[config.mk]
export PLATFORM = sky130hd
export DESIGN_NAME = rgb_to_cmyk_planes_core
export DESIGN_NICKNAME = d
export VERILOG_FILES = /design/src/hw/rtl/rtc_pkg.sv /design/src/hw/rtl/rgb_to_cmyk_planes_core.sv /design/src/hw/rtl/rtc_front.sv /design/src/hw/rtl/rtc_div_step.sv
export SDC_FILE = /design/constraint.sdc
export NUM_CORES = 1
export LEC_CHECK = 0
export ABC_AREA = 1
export ABC_CLOCK_PERIOD_IN_PS = 15200
export BUFFER_PORTS_ARGS = -buffer_cell sky130_fd_sc_hd__buf_2
export CAP_MARGIN = 20
export CORE_UTILIZATION = 30
export DETAILED_ROUTE_END_ITERATION = 8
export GPL_ROUTABILITY_DRIVEN = 0
export SETUP_SLACK_MARGIN = 0.4
export SLEW_MARGIN = 15
export SYNTH_ARGS = -nofsm -noshare
export SYNTH_HDL_FRONTEND = slang
export SYNTH_SLANG_ARGS = --single-unit
[constraint.sdc]
create_clock -name i_clk -period 15.2 [get_ports i_clk]
set_input_delay 0.76 -clock i_clk [delete_from_list [all_inputs] [get_ports i_clk]]
set_output_delay 0.76 -clock i_clk [all_outputs]
set_load 0.005 [all_outputs]
[src/hw/rtl/rtc_pkg.sv]
// Shared types and constants for the RGB to CMYK plane converter.
`default_nettype none

package rtc_pkg;

    // Pixel component width.
    localparam int PIX_W = 8;
    // Dividend width: 510 * 255 + 255 fits in 17 bits.
    localparam int NUM_W = 17;
    // Quotient bits resolved by each divider stage.
    localparam int BITS_PER_STEP = 2;
    // Number of divider stages for an 8-bit quotient.
    localparam int DIV_STAGES = PIX_W / BITS_PER_STEP;
    // Two front stages, the divider stages, one output register.
    localparam int NUM_STAGES = 2 + DIV_STAGES + 1;
    // Full-scale component value.
    localparam logic [PIX_W-1:0] PIX_FULL = 8'hFF;
    // Chromatic lanes: cyan, magenta, yellow.
    localparam int LANES = 3;

    // One lane of the restoring divider.
    typedef struct packed {
        logic [NUM_W-1:0] rem;
        logic [PIX_W-1:0] quo;
    } t_div_lane;

    // One pixel traveling through the divider.
    typedef struct packed {
        t_div_lane [LANES-1:0] lane;
        logic [NUM_W-1:0]      dvsr;
        logic [PIX_W-1:0]      top;
        logic [PIX_W-1:0]      alpha;
    } t_div_item;

endpackage

`default_nettype wire

[src/hw/rtl/rgb_to_cmyk_planes_core.sv]
// Top level of the RGB to CMYK plane converter: stage control and output register.
//
//  Port group   Dir  Payload (lowest bit first)
//  i_s_*        in   tdata[31:0]: red, green, blue, alpha
//  o_m_*        out  tdata[39:0]: cyan_plane, magenta_plane, yellow_plane,
//                                 black_plane, alpha_out
//
// Data passes through seven register stages: two front stages (maximum,
// dividends), four divider stages of two quotient bits each, and the output
// register. One pixel is taken per cycle while the input is not held off.
// Reset clears the stage valid bits only; data registers are not reset.
// A stall on the output fills empty stages before the input is held off.
`default_nettype none

module rgb_to_cmyk_planes_core (
    input  wire logic        i_clk,
    input  wire logic        i_rst_n,
    input  wire logic        i_s_tvalid,
    output logic             o_s_tready,
    input  wire logic [31:0] i_s_tdata,   // red, green, blue, alpha
    output logic             o_m_tvalid,
    input  wire logic        i_m_tready,
    output logic [39:0]      o_m_tdata    // cyan, magenta, yellow, black, alpha
);

    localparam int NS = rtc_pkg::NUM_STAGES;
    localparam int ND = rtc_pkg::DIV_STAGES;

    logic [NS-1:0]      r_vld;
    logic [NS-1:0]      n_vld;
    logic [NS-1:0]      adv;
    rtc_pkg::t_div_item div_item [ND+1];
    logic [39:0]        r_out;
    logic [39:0]        n_out;
    logic [7:0]         plane [rtc_pkg::LANES];

    // A stage loads when it is empty or its successor loads too.
    always_comb begin
        adv[NS-1] = !r_vld[NS-1] || i_m_tready;
        for (int i = NS - 2; i >= 0; i--) begin
            adv[i] = !r_vld[i] || adv[i+1];
        end
    end

    // Valid bits travel with the data.
    always_comb begin
        n_vld = r_vld;
        for (int i = 0; i < NS; i++) begin
            if (adv[i]) begin
                n_vld[i] = (i == 0) ? i_s_tvalid : r_vld[(i == 0) ? 0 : i - 1];
            end
        end
    end

    always_ff @(posedge i_clk) begin
        if (!i_rst_n) begin
            r_vld <= '0;
        end else begin
            r_vld <= n_vld;
        end
    end

    // Maximum and divider operands.
    rtc_front u_front (
        .i_clk  (i_clk),
        .i_en   (adv[1:0]),
        .i_pix  (i_s_tdata),
        .o_item (div_item[0])
    );

    // Divider pipeline.
    for (genvar k = 0; k < ND; k++) begin : g_div
        rtc_div_step u_step (
            .i_clk  (i_clk),
            .i_en   (adv[2+k]),
            .i_item (div_item[k]),
            .o_item (div_item[k+1])
        );
    end

    // Inverted plane values; a black pixel carries no chromatic ink.
    always_comb begin
        for (int i = 0; i < rtc_pkg::LANES; i++) begin
            if (div_item[ND].top == '0) begin
                plane[i] = rtc_pkg::PIX_FULL;
            end else begin
                plane[i] = rtc_pkg::PIX_FULL - div_item[ND].lane[i].quo;
            end
        end
        n_out = {div_item[ND].alpha, div_item[ND].top, plane[2], plane[1], plane[0]};
    end

    // Output register.
    always_ff @(posedge i_clk) begin
        if (adv[NS-1]) begin
            r_out <= n_out;
        end
    end

    assign o_s_tready = adv[0];
    assign o_m_tvalid = r_vld[NS-1];
    assign o_m_tdata  = r_out;

    // An empty output register never holds off the input.
    a_ready_when_empty : assert property (@(posedge i_clk) disable iff (!i_rst_n)
        !o_m_tvalid |-> o_s_tready)
        else $error("input stalled while output register empty");

    // A black pixel gives no chromatic ink.
    a_black_pixel : assert property (@(posedge i_clk) disable iff (!i_rst_n)
        (o_m_tvalid && o_m_tdata[31:24] == 8'h00) |->
        (o_m_tdata[7:0] == 8'hFF && o_m_tdata[15:8] == 8'hFF
         && o_m_tdata[23:16] == 8'hFF))
        else $error("black pixel produced chromatic ink");

    // The largest component always has zero ink.
    a_max_lane_clear : assert property (@(posedge i_clk) disable iff (!i_rst_n)
        o_m_tvalid |->
        (o_m_tdata[7:0] == 8'hFF || o_m_tdata[15:8] == 8'hFF
         || o_m_tdata[23:16] == 8'hFF))
        else $error("no plane free of ink");

endmodule

`default_nettype wire

[src/hw/rtl/rtc_front.sv]
// Front stages: maximum component search, then ink dividends and divisor.
`default_nettype none

module rtc_front (
    input  wire logic                  i_clk,
    input  wire logic [1:0]            i_en,     // Load enables for the two stages.
    input  wire logic [31:0]           i_pix,    // red, green, blue, alpha
    output rtc_pkg::t_div_item         o_item
);

    logic [rtc_pkg::PIX_W-1:0] r_comp [rtc_pkg::LANES];
    logic [rtc_pkg::PIX_W-1:0] r_alpha;
    logic [rtc_pkg::PIX_W-1:0] r_top;
    logic [rtc_pkg::PIX_W-1:0] n_top;
    rtc_pkg::t_div_item        r_item;
    rtc_pkg::t_div_item        n_item;
    logic [rtc_pkg::PIX_W-1:0] diff [rtc_pkg::LANES];

    // The largest of red, green and blue.
    always_comb begin
        n_top = i_pix[7:0];
        if (i_pix[15:8] > n_top) begin
            n_top = i_pix[15:8];
        end
        if (i_pix[23:16] > n_top) begin
            n_top = i_pix[23:16];
        end
    end

    // Stage one registers the components and their maximum.
    always_ff @(posedge i_clk) begin
        if (i_en[0]) begin
            r_comp[0] <= i_pix[7:0];
            r_comp[1] <= i_pix[15:8];
            r_comp[2] <= i_pix[23:16];
            r_alpha   <= i_pix[31:24];
            r_top     <= n_top;
        end
    end

    // Dividend is 510 * (max - comp) + max; divisor 2 * max is aligned to
    // the top quotient bit, which places it at max shifted left by eight.
    always_comb begin
        n_item = '0;
        for (int i = 0; i < rtc_pkg::LANES; i++) begin
            diff[i] = r_top - r_comp[i];
            n_item.lane[i].rem = ({1'b0, diff[i], 8'b0} << 1)
                               - {8'b0, diff[i], 1'b0}
                               + {9'b0, r_top};
            n_item.lane[i].quo = '0;
        end
        n_item.dvsr  = {1'b0, r_top, 8'b0};
        n_item.top   = r_top;
        n_item.alpha = r_alpha;
    end

    // Stage two registers the divider operands.
    always_ff @(posedge i_clk) begin
        if (i_en[1]) begin
            r_item <= n_item;
        end
    end

    assign o_item = r_item;

endmodule

`default_nettype wire

[src/hw/rtl/rtc_div_step.sv]
// One restoring divider stage that resolves two quotient bits per lane.
`default_nettype none

module rtc_div_step (
    input  wire logic               i_clk,
    input  wire logic               i_en,
    input  wire rtc_pkg::t_div_item i_item,
    output rtc_pkg::t_div_item      o_item
);

    rtc_pkg::t_div_item r_item;
    rtc_pkg::t_div_item n_item;

    // Each bit step subtracts the aligned divisor where it fits, then
    // moves the divisor one place down.
    always_comb begin
        n_item = i_item;
        for (int s = 0; s < rtc_pkg::BITS_PER_STEP; s++) begin
            for (int i = 0; i < rtc_pkg::LANES; i++) begin
                if (n_item.lane[i].rem >= n_item.dvsr) begin
                    n_item.lane[i].rem = n_item.lane[i].rem - n_item.dvsr;
                    n_item.lane[i].quo = {n_item.lane[i].quo[rtc_pkg::PIX_W-2:0], 1'b1};
                end else begin
                    n_item.lane[i].quo = {n_item.lane[i].quo[rtc_pkg::PIX_W-2:0], 1'b0};
                end
            end
            n_item.dvsr = n_item.dvsr >> 1;
        end
    end

    // Stage register.
    always_ff @(posedge i_clk) begin
        if (i_en) begin
            r_item <= n_item;
        end
    end

    assign o_item = r_item;

endmodule

`default_nettype wire
==> metrics.txt, run 1 <==
Req. time, crit path approximately 16 ns; Synth Warn # 0; io pins 78; initial drt markers 1201; post-route DRC violation count 0; DR vias 21300; crit path max fanout 20; Clock Tree Buf Depth 3; sequential cell area fraction in the yosys report between 40 and 50%; DIE HEIGHT about 310 um; share of cells above drive strength 1 between 7 and 8%; largest net degree at the start of global routing 78; Synth Instances 3288; fin crit share a little under a third; # nets final 3700; worst setup margin 10.56 ns; Worst-Skew Late Latency ~0.6 ns; Area Growth Syn to Fin 11.8%; Critical Path Sink Type flop; post-place setup slack 10.38 ns; # diodes 0; First-pass DRT Iterations 5; fin. max-slew vios 0; syn_nets 3598; Site Rows ~110; cell area after synthesis around 0.029 mm^2; CP Class flop to flop; final setup vio count 0; Sink Count 419; Worst EP arrival 4.99 ns; max-cap viol count 0; Core Region 0.0939 mm^2; FMAX 216 MHz; clk_skew 0.0268 ns; main area contributors after synthesis edfxtp_1, ha_1, nand2_1, inv_1, nand3_1; Inserted Clock Buffers 47; number of global-route vias before repair about 20000; setup TNS 0 ns; Die X 311 um; Hold Crit Class input port to flop; hold buffers post-CTS 0; post-synth top area cell edfxtp_1; Yosys cell types 58; Overall Global Routing Usage between 10% and 20%; Synth top area share 43.2%; CTS clock-pin slew for the worst setup and hold paths 0.06 ns; Post-DP HPWL 48.6 mm; CP startpoint kind flop; syn avg cell area a little under 9 um^2; initial antenna violation count 1; Core Util, Final 34.1%; flops & latches, synth 419; outcome finished clean; first-pass GRT wire length 101 mm; final wirelength 61.7 mm; setup bufs post-CTS 0; Cell Count, Final, Fillers Out 4680; placed cells between 4000 and 5000; vias per cell approximately 4.6; Max-slew headroom 34.7%; post-cts sizing count 0; Routed WL per cell 13.2 um; RSZ-0062 raised after global routing false; Die ar. 0.0967 mm^2; ANT nets after route 0; CTS tree done; Hold Fails Final Rpt 0; global route overflow 0; Least-Margin Pin Slew 0.977 ns; Final min period 4.64 ns; Max H-tree Level 2; port buffer count 77; Clk Tree Root Cell clkbuf_16; Initial Utilization 30.5%
state kept, by name, summed over array words and instances (netlist names):
| signal | flops |
|---|---|
| g_div.u_step.o_item | 268 |
| u_front.o_item | 64 |
| o_m_tdata | 40 |
| u_front.r_comp | 24 |
| u_front.r_alpha | 8 |
| u_front.r_top | 8 |
| r_vld | 7 |
cell type report:
cell class	instances	area [um^2]
clock inverter	35	393
sequential	419	12500
timing repair buffer	86	465
multi-input combinational	2400	14300
inverter	436	1640
clock buffer	50	1190
tap	1254	1570
fill	9714	61900
metal layers:
layer  global-route usage, %  vias up  share of wire (%)
li1                        -    11300                  -
met1                    16.9     9493                 48
met2                    21.0      377                 45
met3                    1.61       99                4.0
met5                       0        -                  0
met4                    3.65        0                2.5
cell usage in the layout (no fill, tap or decap), types with 7 or more instances in the layout:
cell type / instances
inv_2: 10
clkinv_2: 7
inv_1: 424
nand4_1: 54
nand3b_1: 13
o211ai_1: 13
a21oi_1: 208
inv_6: 11
nand2_1: 830
o21ai_0: 139
o21ai_2: 15
buf_2: 77
nand3_2: 8
xor2_1: 114
dfxtp_1: 7
edfxtp_1: 412
ha_1: 250
clkbuf_16: 47
nor3_1: 29
nand3_1: 222
o21bai_1: 13
a21o_1: 13
buf_4: 7
nand2_2: 24
xnor2_1: 77
or2_2: 9
o21ai_1: 11
nor2_1: 244
fa_1: 24
nor4_1: 9
clkinv_4: 7
a31oi_1: 9
kinds of logic after synthesis:
group / Yosys count / share of synthesized area, %
adders and majority gates: 274 / 12.6
and+or+nand+nor: 1482 / 22.4
muxes: 2 / 0.0786
xor gates and xnor gates: 191 / 5.84
AOI/OAI and AO/OA: 451 / 8.82
DFF: 419 / 43.7
buffers and inverters: 469 / 6.54
through the flow:
stage	area (um^2)	hold slack, ns
2_1_floorplan	28600	0.400
4_1_cts	32000	0.303
6_report	32000	0.342
3_5_place_dp	30400	0.405
5_1_grt	32000	0.311
3_3_place_gp	30400	0.400
synth_stat cells, drive strengths merged:
master / count
and2: 6
nor3: 30
ha: 250
nor2: 254
buf: 29
o2111ai: 1
xor2: 114
o21a: 6
a211oi: 3
nor4b: 1
dfxtp: 7
a21o: 13
a221oi: 3
a21oi: 212
fa: 24
nand3b: 13
and3: 2
nor3b: 5
o21bai: 13
o31ai: 1
nand4: 54
a41oi: 3
o221ai: 2
xnor2: 77
nor2b: 2
a21boi: 4
inv: 436
nand2: 860
or2: 12
edfxtp: 412
mux2: 2
o21ai: 166
nand3: 234
clkbuf: 4
o211ai: 13
a31o: 2
a31oi: 9
nor4: 9
path summary, 6_finish.rpt:
kind,from,to,slack [ns],depth (start not counted)
setup / recovery,g_div[1].u_step.o_item[21],g_div[2].u_step.o_item[53],10.56,22
setup reg to reg,g_div[1].u_step.o_item[21],g_div[2].u_step.o_item[53],10.56,22
hold / removal,i_s_tdata[30],u_front.r_alpha[6],0.34,1
hold reg to reg,g_div[1].u_step.o_item[36],g_div[2].u_step.o_item[38],0.40,0
critical path: stages (launching register included):
cell	delay (ns)
edfxtp_1	0.54
inv_1	0.44
ha_1	0.34
nand2_1	0.07
nor2_1	0.04
nand2_1	0.06
nand3_2	0.09
nand2_2	0.12
nand3_4	0.12
inv_1	0.27
nand2_1	0.08
o21ai_0	0.12
ha_1	0.33
a21oi_1	0.14
o21ai_0	0.21
a21oi_1	0.27
nand2_1	0.09
nor2_2	0.12
nand2_1	0.09
nor2_2	0.64
inv_2	0.09
nand2_1	0.09
inv_1	0.04
Power of run 1 is not shown: default switching activity piles up to over one toggle a cycle in this logic, so the estimate is an artifact.
==> inputs of run 2 (changes only) <==
Settings changed: ABC_AREA 1 to 0, ABC_CLOCK_PERIOD_IN_PS 15200 to 4550.
Clock period 15.2 ns to 4.55 ns, I/O delays scaled along.
==> run 2 against run 1 <==
Compared with the run above: the run now ends with design-rule violations left; die area fell by 5.7%; synthesized cell count decreased by 25%; global-route usage increased by 0.63 points; critical path depth shrank 4; sequential cell count is the same; highest routed layer unchanged.
==> metrics.txt, run 2 <==
Overall Global Routing Usage 13.2% (+0.63 points); Site Rows 109 (-2.7%); Cell Count, Final, Fillers Out 4130 (-12%); clk_skew 0.0125 ns (-0.0143 ns); Core Region 0.0888 mm^2 (-5.4%); DIE HEIGHT 302 um (-2.9%); main area contributors after synthesis edfxtp_1, ha_1, xnor2_1, mux2_2, inv_1; # nets final 3238 (-12%); failing checks design-rule violations; final wirelength 63.2 mm (+2.5%); fin crit share 94.2% (+64 points); First-pass DRT Iterations 7 (+2); CP startpoint kind flop; io pins 78 (unchanged); syn_nets 2760 (-23%); Area Growth Syn to Fin 32.5%; final setup vio count 0 (unchanged); Worst EP arrival 4.62 ns (-0.37 ns); setup TNS 0 ns (unchanged); Die X 302 um (-2.9%); placed cells 3810 (-17%); CP Class flop to flop; ys async rst share 0% (unchanged); cell with the most instances after synthesis edfxtp_1; sequential cell area fraction in the yosys report 46.3% (+2.6 points); CTS tree done; Yosys cell types 90 (+55%); Max H-tree Level 2 (unchanged); commonest non-fill, non-tap cell in the layout edfxtp_1; Sink Count 419 (unchanged); number of global-route vias before repair 18500 (-8.4%); RSZ-0062 raised after global routing true; post-route DRC violation count 3 (+3); syn avg cell area 11.0 um^2 (+27%); Max-slew headroom 20.3% (-14 points); Synth top area share 45.8% (+2.6 points); Hold Fails Final Rpt 0 (unchanged); Die ar. 0.0912 mm^2 (-5.7%); EDFF count, synth 412 (unchanged); Clk Tree Root Cell clkbuf_16; Post-DP HPWL 45.7 mm (-6.0%); crit path max fanout 7 (-65%); Routed WL per cell 15.3 um (+16%); post-synth top area cell edfxtp_1; outcome finished with violations; FMAX 233 MHz (+8.2%); Hold Crit Class input port to flop; most frequent cells after synthesis edfxtp_1, ha_1, inv_1, nor2_1; # diodes 0 (unchanged); vias per cell 4.80 (+5.4%); Critical Path Sink Type flop; flops & latches, synth 419 (unchanged); fin. max-slew vios 0 (unchanged); port buffer count 77 (unchanged); Inserted Clock Buffers 48 (+2.1%); max-cap viol count 0 (unchanged); Synth Flop Type edfxtp_1; Least-Margin Pin Slew 1.19 ns (+0.218 ns); initial antenna violation count 0 (-1); Synth Warn # 0 (unchanged); global route overflow 0 (unchanged); Clock Tree Buf Depth 3 (unchanged); share of cells above drive strength 1 31.5% (+24 points); initial drt markers 988 (-18%); CTS clock-pin slew for the worst setup and hold paths 0.06 ns (about the same); cell area after synthesis 0.0270 mm^2 (-5.7%); max FFs per register 268 (unchanged); Worst-Skew Late Latency 0.59 ns (about the same); Fin Hold WS 0.0497 ns (-0.292 ns); ANT nets after route 0 (unchanged); Initial Utilization 30.4% (-0.082 points); DR vias 19800 (-7.0%); most frequent cells in the layout edfxtp_1, buf_4, ha_1; largest net degree at the start of global routing 57 (-27%); Final min period 4.29 ns (-0.350 ns); Req. time, crit path 4.88 ns (-10.68 ns); Synth Instances 2450 (-25%); first-pass GRT wire length 97.1 mm (-3.5%)
run 2: cell count changes in the layout (fill, tap and decap cells not counted), moves of 54 or more:
cell     change
nand2_1    -703
buf_4      +271
inv_1      -255
nand3_1    -200
nor2_1      -98
a21oi_1     -92
mux2_4      +63
ha_1        -60
ha_4        +56
buf_6       +54
run 2: per-layer routing:
metal	routed length (um)	vias up	GRT usage [%]
met5	0	-	0
met4	1610	0	4.29
met3	2070	99	1.62
met2	29400	298	21.4
met1	30100	9351	18.2
li1	-	10100	-
run 2: layout make-up:
type,count,area [um^2]
Clock buffer,54,1240
Clock inverter,33,418
Fill cell,8325,53000
Inverter,208,852
Multi-Input combinational cell,1797,15700
Sequential cell,419,12500
Tap cell,1165,1460
Timing Repair Buffer,454,3630
run 2: critical path, stage by stage, from the launching register on:
cell and delay, ns:
edfxtp_1 0.46, clkinvlp_4 0.16, buf_6 0.16, buf_6 0.12
ha_4 0.23, a21o_4 0.22, nor3b_4 0.18, and2_4 0.22
mux2_4 0.33, ha_4 0.22, nor2b_1 0.12, o21ai_1 0.11
nand2b_1 0.10, a221o_1 0.36, a211o_1 0.29, a21o_1 0.21
nor2_4 0.11, buf_12 0.14, mux2_4 0.29
run 2: cells by family after synthesis:
group / after synthesis / synth area share, %
AND/OR/NAND/NOR: 621 / 11.7
AO/OA/AOI/OAI: 586 / 13.9
flip-flops: 419 / 46.3
adder cells (fa/ha/maj): 274 / 13.4
buffers and inverters: 235 / 3.35
XOR/XNOR: 170 / 5.51
multiplexers: 145 / 5.92
run 2: what timing repair did:
item / in CTS / in global routing
setup endpoints to repair: 111 / 115
endpoints found under the hold margin: 45 / 0
gates cloned: 1 / 5
pin swaps: 40 / 138
resized for setup: 115 / 314
buffers inserted: 88 / 102
hold buffers: 35 / 0
run 2: worst paths after layout:
check	from	end	slack (ns)	cells past startpoint
worst min register to register	u_front.r_alpha[5]	u_front.o_item[5]	0.41	0
worst max register to register	g_div[1].u_step.o_item[27]	g_div[2].u_step.o_item[73]	0.26	18
worst min-delay path	i_m_tready	r_vld[6]	0.05	3
worst max-delay path	g_div[1].u_step.o_item[27]	g_div[2].u_step.o_item[73]	0.26	18
run 2: stage by stage:
| step | area [um^2] | setup slack, ns | util, % |
|---|---|---|---|
| after floorplan | 27700 | 0.121 | - |
| after global placement | 30400 | 0.0259 | 34.2 |
| after detailed placement | 30400 | -0.0582 | 34.2 |
| after CTS | 33600 | 0.272 | 37.8 |
| after global routing | 35800 | 0.0546 | 40.3 |
| final | 35800 | 0.262 | 40.3 |
Power of run 2 is left out for the same reason.
==> inputs of run 3 (changes only) <==
Settings changed: CORE_UTILIZATION 30 to 55, PLACE_DENSITY set to 0.72.
==> run 3 against run 2 <==
Compared with the run above: core utilization is 32 points higher; design area decreased by 2.3%; critical path depth increased by 2; first-iteration DRC count increased by 31%; setup slack worse by 0.15 ns; sequential share of layout area grew 0.81 points; final cell count is 14% lower; non-clock buffer count is 12 lower; worst hold slack worse by 0.020 ns; register-to-register slack lost 0.15 ns; the run now ends clean; wire length is 8.0% higher; clock-buffer cell count up 2.
==> metrics.txt, run 3 (synthesis gave the netlist of run 2 again) <==
outcome finished clean; clk_skew 0.0339 ns (+0.0214 ns); largest net degree at the start of global routing 71 (+25%); initial antenna violation count 0 (unchanged); met3 GRT Util 2.86% (+1.2 points); Worst Hold Endpoint r_vld[6]; Die X 224 um (-26%); final setup vio count 0 (unchanged); Req. time, crit path 4.89 ns (about the same); Max-slew headroom 28.4% (+8.1 points); Site Rows 80 (-27%); commonest non-fill, non-tap cell in the layout edfxtp_1; max FFs per register 268 (unchanged); final wirelength 68.2 mm (+8.0%); vias per cell 5.89 (+23%); share of cells above drive strength 1 31.4% (-0.18 points); Finished Cell Area 0.0350 mm^2 (-2.3%); Inserted Clock Buffers 46 (-4.2%); port buffer count 77 (unchanged); CTS clock-pin slew for the worst setup and hold paths 0.07 ns (about the same); Fillers 3016 (-64%); FMAX 225 MHz (-3.4%); global route overflow 0 (unchanged); first-pass GRT wire length 98.6 mm (+1.5%); fin crit share 97.5% (+3.3 points); CP startpoint kind flop; Post-DP HPWL 44.6 mm (-2.5%); RSZ-0062 raised after global routing true; Sink Count 419 (unchanged); Worst-Skew Late Latency 0.61 ns (+0.02 ns); Area Growth Syn to Fin 29.5%; hold depth 3 (unchanged); setup TNS 0 ns (unchanged); Least-Margin Pin Slew 1.07 ns (-0.121 ns); DP Area 0.0295 mm^2 (-2.8%); flop-to-flop setup slack 0.11 ns (-0.15 ns); First-pass DRT Iterations 5 (-2); Overall Global Routing Usage 24.4% (+11 points); Clock Tree Buf Depth 3 (unchanged); # nets final 3226 (-0.37%); max-cap viol count 0 (unchanged); Hold Fails Final Rpt 0 (unchanged); Max H-tree Level 2 (unchanged); critical hold path startpoint i_m_tready; CP Class flop to flop; met2 GRT Util 43.7% (+22 points); DR vias 21000 (+6.0%); Hold Crit Class input port to flop; Critical Path Sink Type flop; Core Region 0.0480 mm^2 (-46%); GR Util met1 28.6% (+10 points); crit path max fanout 5 (-2); Initial Utilization 56.2% (+26 points); Reg-to-Reg End g_div[1].u_step.o_item[52]; Clk Tree Root Cell clkbuf_16; fin. max-slew vios 0 (unchanged); FF-to-FF path depth 20 (+2); ANT nets after route 0 (unchanged); number of global-route vias before repair 20100 (+8.4%); initial drt markers 1291 (+31%); post-route DRC violation count 0 (-3); GRT Max-Usage Layer met2; Worst EP arrival 4.78 ns (+0.16 ns); io pins 78 (unchanged); Die ar. 0.0500 mm^2 (-45%); most frequent cells in the layout edfxtp_1, buf_4, ha_1; # diodes 0 (unchanged); post-place setup slack -0.0647 ns (-0.00654 ns); DIE HEIGHT 224 um (-26%); Routed WL per cell 19.1 um (+25%); reg2reg start g_div[0].u_step.o_item[23]; CTS tree done; Final min period 4.44 ns (+0.149 ns); worst setup margin 0.113 ns (-0.149 ns)
## run 3: area by class of cell
cell class,count,area [um^2],share of cell area [%]
inverter,208,840,2.40
timing repair buffer,442,3590,10.3
tap,615,769,2.20
sequential,419,12500,35.8
multi-input combinational,1799,15800,45.2
clock inverter,29,256,0.733
clock buffer,56,1190,3.40
## run 3: how the worst max path moves through the flow
| stage | slack (ns) | end | from |
|---|---|---|---|
| final | 0.11 | g_div[1].u_step.o_item[52] | g_div[0].u_step.o_item[23] |
| after global routing | -0.008 | g_div[1].u_step.o_item[97] | g_div[0].u_step.o_item[23] |
| after CTS | 0.29 | g_div[1].u_step.o_item[52] | g_div[0].u_step.o_item[23] |
| after detailed placement | -0.06 | g_div[2].u_step.o_item[97] | g_div[1].u_step.o_item[23] |
| after global placement | 0.04 | g_div[2].u_step.o_item[96] | g_div[1].u_step.o_item[23] |
| after floorplan | 0.12 | g_div[1].u_step.o_item[100] | g_div[0].u_step.o_item[23] |
## run 3: worst max-delay path: stages (launching register included)
cell and delay (ns):
edfxtp_1 0.41, clkinvlp_4 0.15, buf_6 0.14, ha_4 0.26, nand4_1 0.10, or3_4 0.41, o21a_4 0.24, nand2_8 0.10
buf_6 0.10, a21oi_4 0.06, fa_2 0.40, a21o_1 0.21, a21oi_2 0.17, o21bai_1 0.13, a21oi_2 0.24, o21ai_2 0.11
nor2_2 0.11, nor4b_4 0.24, buf_4 0.17, clkbuf_16 0.14, mux2_4 0.29
## run 3: per-stage QoR
stage               hold WS, ns  std cells  util [%]
floorplan                 0.326       2450         -
global placement          0.400       3230      61.4
detailed placement        0.405       3230      61.4
CTS                      0.0138       3461      68.2
global route             0.0465       3568      72.8
finish                   0.0295       3568      72.8
## run 3: routing by layer
layer	part of all wire [%]	wire, um	up-vias
met2	51	34800	667
met1	40	27000	10100
li1	-	-	10000
met5	0	0	-
met4	5.1	3470	0
met3	4.3	2960	225
## run 3: what timing repair did
action	4_1_cts	5_1_grt
hold buffers	35	0
pin swaps	74	136
setup endpoints to repair	109	124
gates resized for setup	145	321
buffers inserted	108	102
gates cloned	3	4
endpoints found under the hold margin	40	0
Power of run 3 is left out for the same reason.
